`src/rtl/bbec_pkg.sv`:
```
// ----------------------------------------------------------------------------
// bbec_pkg
// Shared constants, types and helper functions for the 3x3 edge-clipped box blur.
// ----------------------------------------------------------------------------
`default_nettype none

package bbec_pkg;

    // Geometry
    localparam int MAX_WIDTH  = 1024;
    localparam int MAX_HEIGHT = 4096;
    localparam int COL_W      = $clog2(MAX_WIDTH);
    localparam int ROW_W      = $clog2(MAX_HEIGHT);
    localparam int OUT_COL_W  = 10;

    // Configuration port
    localparam int IW_W      = 11;
    localparam int IH_W      = 13;
    localparam int CFG_W     = 13;
    localparam int CFG_IDX_W = 1;
    localparam logic [CFG_IDX_W-1:0] REG_IMAGE_WIDTH  = 1'd0;
    localparam logic [CFG_IDX_W-1:0] REG_IMAGE_HEIGHT = 1'd1;
    localparam logic [IW_W-1:0]      IW_RESET         = 11'd1024;
    localparam logic [IH_W-1:0]      IH_RESET         = 13'd768;

    // Pixel and arithmetic widths
    localparam int CH_W     = 8;
    localparam int N_CH     = 3;
    localparam int PIX_W    = CH_W * N_CH;
    localparam int SUM_W    = 12;            // nine 8-bit values
    localparam int CNT_W    = 4;             // divisor count, up to nine
    localparam int X_W      = SUM_W + 1;     // 2*sum + n
    localparam int RECIP_W  = 18;
    localparam int RECIP_SH = 18;
    localparam int PROD_W   = X_W + RECIP_W;

    // Queues
    localparam int CQ_DEPTH = 4;
    localparam int CQ_AW    = $clog2(CQ_DEPTH);
    localparam int OQ_DEPTH = 2;
    localparam int OQ_AW    = $clog2(OQ_DEPTH);

    // Command handed from the front end to the back end
    typedef struct packed {
        logic             is_drain;
        logic [PIX_W-1:0] px;
        logic [ROW_W-1:0] row;      // output row
        logic [COL_W-1:0] col;      // pixel column, or drain column
        logic [COL_W-1:0] lo;       // drain span
        logic [COL_W-1:0] hi;
        logic             bank;     // pixel: bank written; drain: bank of last row
        logic             emit_mid;
        logic             emit_end;
        logic             top_ok;
        logic             left_ok;
        logic             two_rows;
        logic             eoi;
    } cmd_t;

    // One result waiting at the output
    typedef struct packed {
        logic [CH_W-1:0]      red;
        logic [CH_W-1:0]      green;
        logic [CH_W-1:0]      blue;
        logic [ROW_W-1:0]     row;
        logic [OUT_COL_W-1:0] col;
        logic                 last;
        logic                 eoi;
    } res_t;

    // Effective width minus one, width clipped to 1..MAX_WIDTH
    function automatic logic [COL_W-1:0] eff_wm1(input logic [IW_W-1:0] iw);
        logic [31:0] v;
        v = 32'(iw);
        if (v == 32'd0)
            v = 32'd1;
        if (v > 32'(MAX_WIDTH))
            v = 32'(MAX_WIDTH);
        return COL_W'(v - 32'd1);
    endfunction

    // Effective height minus one, height clipped to 1..MAX_HEIGHT
    function automatic logic [ROW_W-1:0] eff_hm1(input logic [IH_W-1:0] ih);
        logic [31:0] v;
        v = 32'(ih);
        if (v == 32'd0)
            v = 32'd1;
        if (v > 32'(MAX_HEIGHT))
            v = 32'(MAX_HEIGHT);
        return ROW_W'(v - 32'd1);
    endfunction

    // ceil(2^18 / (2n)); exact floor((2s+n)/(2n)) for 2s+n below 2^13
    function automatic logic [RECIP_W-1:0] recip(input logic [CNT_W-1:0] n);
        logic [RECIP_W-1:0] m;
        case (n)
            4'd1:    m = 18'd131072;
            4'd2:    m = 18'd65536;
            4'd3:    m = 18'd43691;
            4'd4:    m = 18'd32768;
            4'd6:    m = 18'd21846;
            4'd9:    m = 18'd14564;
            default: m = '0;
        endcase
        return m;
    endfunction

endpackage

`default_nettype wire

```
`src/rtl/bbec_front.sv`:
```
// ----------------------------------------------------------------------------
// bbec_front
// Accepts pixels and drain ticks, tracks raster position and frame state,
// and queues one command per item that has work for the back end.
// ----------------------------------------------------------------------------
`default_nettype none

module bbec_front (
    input  wire logic                          clk,
    input  wire logic                          rst_n,
    input  wire logic                          push,
    output logic                               full,
    input  wire logic                          mode,
    input  wire logic [bbec_pkg::CH_W-1:0]     in_red,
    input  wire logic [bbec_pkg::CH_W-1:0]     in_green,
    input  wire logic [bbec_pkg::CH_W-1:0]     in_blue,
    input  wire logic [bbec_pkg::COL_W-1:0]    wm1,
    input  wire logic [bbec_pkg::ROW_W-1:0]    hm1,
    output bbec_pkg::cmd_t                     cmd_head,
    output logic                               cmd_valid,
    input  wire logic                          cmd_pop
);

    logic [bbec_pkg::ROW_W-1:0] row_reg, row_next;
    logic [bbec_pkg::COL_W-1:0] col_reg, col_next;
    logic [bbec_pkg::COL_W-1:0] dcol_reg, dcol_next;
    logic                       loaded_reg, loaded_next;
    logic                       fbank_reg, fbank_next;

    bbec_pkg::cmd_t             cq_reg [bbec_pkg::CQ_DEPTH];
    logic [bbec_pkg::CQ_AW-1:0] wr_ptr_reg, wr_ptr_next;
    logic [bbec_pkg::CQ_AW-1:0] rd_ptr_reg, rd_ptr_next;
    logic [bbec_pkg::CQ_AW:0]   count_reg, count_next;

    logic [bbec_pkg::ROW_W-1:0] r;
    logic [bbec_pkg::COL_W-1:0] c;
    logic                       row_end;
    logic                       d_last;
    logic                       take;
    logic                       cq_wr;
    bbec_pkg::cmd_t             cmd;

    assign full      = (count_reg == (bbec_pkg::CQ_AW + 1)'(bbec_pkg::CQ_DEPTH));
    assign cmd_valid = (count_reg != '0);
    assign cmd_head  = cq_reg[rd_ptr_reg];
    assign take      = push && !full;

    always_comb
    begin
        // a pixel while a frame waits to drain starts a new image
        r       = loaded_reg ? '0 : row_reg;
        c       = loaded_reg ? '0 : col_reg;
        row_end = (c >= wm1);
        d_last  = (dcol_reg >= wm1);

        cmd = '0;
        if (!mode)
        begin
            cmd.px       = {in_red, in_green, in_blue};
            cmd.row      = bbec_pkg::ROW_W'(r - 1'b1);
            cmd.col      = c;
            cmd.bank     = r[0];
            cmd.emit_mid = (r != '0) && (c != '0);
            cmd.emit_end = (r != '0) && row_end;
            cmd.top_ok   = (r >= bbec_pkg::ROW_W'(2));
            cmd.left_ok  = (c >= bbec_pkg::COL_W'(2));
        end
        else
        begin
            cmd.is_drain = 1'b1;
            cmd.row      = hm1;
            cmd.col      = dcol_reg;
            cmd.lo       = (dcol_reg != '0) ? bbec_pkg::COL_W'(dcol_reg - 1'b1) : dcol_reg;
            cmd.hi       = (dcol_reg < wm1) ? bbec_pkg::COL_W'(dcol_reg + 1'b1) : dcol_reg;
            cmd.bank     = fbank_reg;
            cmd.two_rows = (hm1 != '0);
            cmd.eoi      = d_last;
        end

        cq_wr = take && (!mode || loaded_reg);

        row_next    = row_reg;
        col_next    = col_reg;
        dcol_next   = dcol_reg;
        loaded_next = loaded_reg;
        fbank_next  = fbank_reg;
        if (take && !mode)
        begin
            loaded_next = 1'b0;
            dcol_next   = '0;
            if (row_end)
            begin
                col_next = '0;
                if (r >= hm1)
                begin
                    row_next    = '0;
                    loaded_next = 1'b1;
                    fbank_next  = r[0];
                end
                else
                begin
                    row_next = bbec_pkg::ROW_W'(r + 1'b1);
                end
            end
            else
            begin
                row_next = r;
                col_next = bbec_pkg::COL_W'(c + 1'b1);
            end
        end
        else if (take && loaded_reg)
        begin
            if (d_last)
            begin
                loaded_next = 1'b0;
                dcol_next   = '0;
            end
            else
            begin
                dcol_next = bbec_pkg::COL_W'(dcol_reg + 1'b1);
            end
        end

        wr_ptr_next = cq_wr ? bbec_pkg::CQ_AW'(wr_ptr_reg + 1'b1) : wr_ptr_reg;
        rd_ptr_next = cmd_pop ? bbec_pkg::CQ_AW'(rd_ptr_reg + 1'b1) : rd_ptr_reg;
        count_next  = count_reg;
        if (cq_wr && !cmd_pop)
            count_next = (bbec_pkg::CQ_AW + 1)'(count_reg + 1'b1);
        else if (!cq_wr && cmd_pop)
            count_next = (bbec_pkg::CQ_AW + 1)'(count_reg - 1'b1);
    end

    always_ff @(posedge clk or negedge rst_n)
    begin
        if (!rst_n)
        begin
            row_reg    <= '0;
            col_reg    <= '0;
            dcol_reg   <= '0;
            loaded_reg <= 1'b0;
            fbank_reg  <= 1'b0;
            wr_ptr_reg <= '0;
            rd_ptr_reg <= '0;
            count_reg  <= '0;
        end
        else
        begin
            row_reg    <= row_next;
            col_reg    <= col_next;
            dcol_reg   <= dcol_next;
            loaded_reg <= loaded_next;
            fbank_reg  <= fbank_next;
            wr_ptr_reg <= wr_ptr_next;
            rd_ptr_reg <= rd_ptr_next;
            count_reg  <= count_next;
        end
    end

    always_ff @(posedge clk)
    begin
        if (cq_wr)
        begin
            cq_reg[wr_ptr_reg] <= cmd;
        end
    end

endmodule

`default_nettype wire

```
`config.mk`:
```
export PLATFORM = sky130hd
export DESIGN_NAME = bbec_front
export DESIGN_NICKNAME = d
export VERILOG_FILES = /design/src/rtl/bbec_pkg.sv /design/src/rtl/bbec_front.sv
export SDC_FILE = /design/constraint.sdc
export NUM_CORES = 1
export LEC_CHECK = 0
export BUFFER_PORTS_ARGS = -buffer_cell sky130_fd_sc_hd__buf_2
export CAP_MARGIN = 5
export CORE_MARGIN = 1.5
export CORE_UTILIZATION = 60
export CTS_CLUSTER_DIAMETER = 50
export DETAILED_ROUTE_END_ITERATION = 10
export PLACE_DENSITY = 0.8
export SLEW_MARGIN = 20
export SYNTH_ARGS = -nofsm -noshare
export SYNTH_HDL_FRONTEND = slang
export SYNTH_SLANG_ARGS = --single-unit
```
`constraint.sdc`:
```
create_clock -name clk -period 4.4 [get_ports clk]
set_input_delay 0.44 -clock clk [delete_from_list [all_inputs] [get_ports clk]]
set_output_delay 0.44 -clock clk [all_outputs]
set_load 0.005 [all_outputs]
```
* Word level (Yosys, flattened, before mapping)
Memories as Yosys holds them, arrays and structs flattened.
Cells that the tools add are included.
** Word-level totals
- Register bits after elaboration :: 41
- RAM bits :: 296
- Input port bits :: 51
- Output and inout bits :: 76
- Memories :: 1
** Memories
- cq_reg :: depth 4, bits a word 74, read ports 1, clocked after memory_dff 0, write ports 1, line bbec_front.sv:30 : bbec_pkg::cmd_t cq_reg [bbec_pkg::CQ_DEPTH];
** Cells by class
- $add $sub $neg :: 9
- $lt $le $gt $ge :: 6
- Eq/ne operators :: 1
- Muxes and demuxes :: 26
- Reduce and logical (&&, ||, !) cells :: 23
** Operators by type and width (count)
- $mux W10 :: 7
- $mux W12 :: 3
- $mux W24 :: 1
- $reduce_bool A12 Y1 :: 2
- $mux W22 :: 1
- $add A10 B1 Y10 const B :: 2
- $ge A10 B10 Y1 :: 2
- $mux W20 :: 1
- $reduce_bool A10 Y1 :: 2
- $add A12 B1 Y12 const B :: 1
- $ge A12 B12 Y1 :: 1
- $ge A12 B2 Y1 const B :: 1
- $sub A12 B1 Y12 const B :: 1
- $ge A10 B2 Y1 const B :: 1
- $lt A10 B10 Y1 :: 1
- $sub A10 B1 Y10 const B :: 1
- $mux W1 :: 9
- $logic_and A1 B1 Y1 :: 8
- $mux W3 :: 2
- $reduce_bool A2 Y1 :: 3
- $add A2 B1 Y2 const B :: 2
- $logic_not A1 Y1 :: 4
- $mux W4 :: 1
- $add A3 B1 Y3 const B :: 1
- 7 further kinds :: 7

* Depth between registers and ports, before layout
- Word-level depth :: 8
- Mapped depth :: 12

* Worst setup path before layout
Ideal clock, no wire load.
- Path kind :: flip-flop to flip-flop
- Start :: register loaded_reg
- End :: memory cq_reg[0][0] in the netlist's numbering, enable pin
- Data arrival time :: 3.005 ns
- Data required time :: 3.959 ns
- Setup slack :: 0.954 ns
- Stages on the path, launching flop included :: 6
- Buffers on the path :: 2
- Clock period less this slack :: 3.446 ns
- Path through :: dfrtp_1 > clkbuf_1 > clkbuf_1 > o211ai_1 > inv_1 > and2_1
** On the way
- Longest elaborated chain between the ends :: 4
** RTL lines
- start, declared :: line bbec_front.sv:27 : logic loaded_reg, loaded_next;
- start signal, assigned :: line bbec_front.sv:151 : loaded_reg <= loaded_next;
- $logic_or A1 B1 Y1 :: line bbec_front.sv:80 : cq_wr = take && (!mode || loaded_reg);
- $logic_and A1 B1 Y1 :: line bbec_front.sv:80
- net cq_wr :: line bbec_front.sv:40 : logic cq_wr;
- $mux W1 :: line bbec_front.sv:161 : if (cq_wr)
- $mux W1 (implied by the code) :: line bbec_front.sv:163 : cq_reg[wr_ptr_reg] <= cmd;
- end, declared :: line bbec_front.sv:30
The timed path passes the listed nets, and every way through them passes these cells.

==> flow_metrics.tcl <==
set metrics [dict create \
    crit_end "cq_reg[3][47]" \
    clockBufferDepth 3 \
    power_switching_mw 2.802 \
    skew_ps 15.58 \
    power_mw 9.758 \
    root_buffer "clkbuf_16" \
    grt_usage 0.2611 \
    via_per_inst 6.189 \
    largest_reg_flops 296 \
    grt_pass1_wl_um 51830 \
    grt_max_degree 74 \
    reg2reg_to "cq_reg[3][47]" \
    timing_hold_violations_final 0 \
    powerDensity_nw_per_um2 561.8 \
    ys_types 65 \
    crit_required_ps 4630 \
    p_sw_frac 0.2872 \
    cts_buffers 37 \
    combPwrFrac 0.248 \
    core_area_um2 24530 \
    synth_seq_cells 337 \
    cp-end-kind "register" \
    avgRoutedWirePerCell_um 22.56 \
    gp_congestion 0.8867 \
    hold_depth 2 \
    io_pins 127 \
    reg2reg_slack_ps 1240 \
    antenna_found_initial 0 \
    worstSkewPairLatency_ps 520 \
    worst_pin_slew_ps 1034 \
    p_leak_nw 6.545 \
    setup_viol 0 \
    htree_num_levels 2 \
    power.share.clock 0.323 \
    vias 9042 \
    reg2regPathDepth 9 \
    dp_cells 1392 \
    cts.sinks 337 \
    layout_common_cells "296 x edfxtp_1, 125 x buf_2, 74 x mux4_2, 73 x nand2_1" \
    ctsHoldBuffers 0 \
    finalWirelength_um 32960 \
    cts_setup_buffers 0 \
    synth_area_um2 15150 \
    final_cells 1461 \
    final_common_cell "edfxtp_1" \
    intPower_mw 6.956 \
    crit_type "reg -> reg" \
    worst_ep_arrival_time_ps 3390 \
    port_buffers 126 \
    synth_flop_cell "edfxtp_1" \
    r2r-start "loaded_reg" \
    synth_seq_area_share 0.6544 \
    worst_slack_ps 1239 \
    synth_area_leader_cell "edfxtp_1" \
    drt_pass1_iterations 5 \
    num_antenna_cells 0 \
    syn_avg_cell_area_um2 15.33 \
    yosysWarnings 0 \
    die_area_um2 26210 \
    rows 57 \
    ir_drop_mv 0.4227 \
    final_area_um2 17370 \
    hp-class "in -> reg" \
    synth_top_area_share 0.5867 \
    fin_crit_ps 3161 \
    tns_ps 0 \
    whs_ps 149.6 \
    crit_fanout 33 \
    grt_pass1_vias 9052 \
    placedInstanceArea_um2 16080 \
    cts_resized 0 \
    antenna_left 0 \
    final_util 0.7080 \
    drc 0 \
    cts.clk_slew.worst_paths_ps 60 \
    synthesis.nets 1084 \
    cts_tree "done" \
    nFillCells 1534 \
    slew_headroom 0.3076 \
    fin_nets 1204 \
    maxCapViolCount 0 \
    fmax_mhz 316.4 \
    drive_above_1_share 0.2603 \
    die_h_um 161.9 \
    async_flop_share 0.1217 \
    finalCritPeriodShare 0.7184 \
    synth_edf_count 296 \
    dp_hpwl_um 20370 \
    seqPwrFrac 0.429 \
    dr.first_iter.drc_count 805 \
    place_worst_setup_slack_ps 1322 \
    start_util 0.6176 \
    netlist_top_cells_area "edfxtp_1 59%, mux4_2 11%, dfrtp_1 6.8%, ha_1 3.6%, nand2_1 1.8%" \
    final_max_slew_viol_count 0 \
    worstSetupStartpointType "register" \
    rsz0062_at_grt "no" \
    area_growth_pct 14.65 \
    gr-total-overflow 0 \
    cp-startpoint "loaded_reg" \
    die_w_um 161.9 \
    synthCells 988 \
    status "finished clean" \
]
## how the worst min path moves through the flow
stage / slack (ps) / startpoint / endpoint
after global routing: 140 / cmd_pop / rd_ptr_reg[0]
final: 150 / cmd_pop / rd_ptr_reg[0]
after floorplan: 140 / rst_n / col_reg[0]
after global placement: 460 / count_reg[2] / count_reg[2]
after CTS: 120 / rst_n / col_reg[5]
after detailed placement: 470 / count_reg[2] / count_reg[2]
## kinds of logic after synthesis
logic type                 count (synthesis)  share of synthesized area
DFF                                      337                     0.6544
and+or+nand+nor                          264                    0.09125
AOI/OAI and AO/OA                        120                    0.05302
xor gates and xnor gates                  25                    0.01445
muxes                                     93                     0.1231
buffers and inverters                    104                    0.02610
adders and majority gates                 45                    0.03766
## power groups by stage
stage / logic (mW) / registers, mW / clock network, mW
global route: 2.61 / 4.24 / 3.31
floorplan: 1.66 / 4.06 / 0
finish: 2.42 / 4.19 / 3.15
global placement: 2.38 / 4.22 / 0
detailed placement: 2.41 / 4.25 / 0
CTS: 2.45 / 4.20 / 3.21
## critical path, stage by stage (launching register included)
cell and delay [ps]:
dfrtp_1 370, buf_4 340, nor2b_1 170, inv_1 110, ha_1 240, inv_1 70, or4_1 590, nor4_1 360
xnor2_1 90, o21ai_0 520
## per-layer routing
metal / part of all wire / global-route usage
met1: 0.41 / 0.3809
met2: 0.50 / 0.4257
met3: 0.072 / 0.03575
met4: 0.016 / 0.06214
met5: 0 / 0
## cell usage after synthesis, types with 3 or more instances
| cell type | instances |
|---|---|
| a2111oi_0 | 3 |
| a21bo_2 | 4 |
| a21o_1 | 5 |
| a21oi_1 | 20 |
| a22o_1 | 4 |
| a22oi_1 | 8 |
| a31oi_1 | 12 |
| and2_1 | 11 |
| and2b_1 | 3 |
| and3_1 | 7 |
| buf_1 | 5 |
| buf_2 | 4 |
| clkbuf_1 | 49 |
| dfrtp_1 | 41 |
| edfxtp_1 | 296 |
| ha_1 | 44 |
| inv_1 | 44 |
| mux2_2 | 3 |
| mux2i_1 | 15 |
| mux4_2 | 74 |
| nand2_1 | 73 |
| nand2b_1 | 10 |
| nand3_1 | 19 |
| nand4_1 | 9 |
| nor2_1 | 38 |
| nor2b_1 | 42 |
| nor3_1 | 18 |
| nor4_1 | 9 |
| o211ai_1 | 5 |
| o21a_1 | 5 |
| o21ai_0 | 30 |
| o31ai_1 | 7 |
| o41ai_1 | 3 |
| or3_1 | 3 |
| or4_1 | 7 |
| xnor2_1 | 20 |
| xor2_1 | 5 |
## area by class of cell
cell class | count | area [um^2] | area share
Tap cell | 324 | 405.4 | 0.02334
Inverter | 46 | 172.7 | 0.009940
Timing Repair Buffer | 139 | 745.7 | 0.04293
Sequential cell | 337 | 9922 | 0.5712
Clock inverter | 27 | 311.5 | 0.01794
Multi-Input combinational cell | 547 | 4851 | 0.2793
Clock buffer | 41 | 962.2 | 0.05539
(Power assumes the default switching activity.)
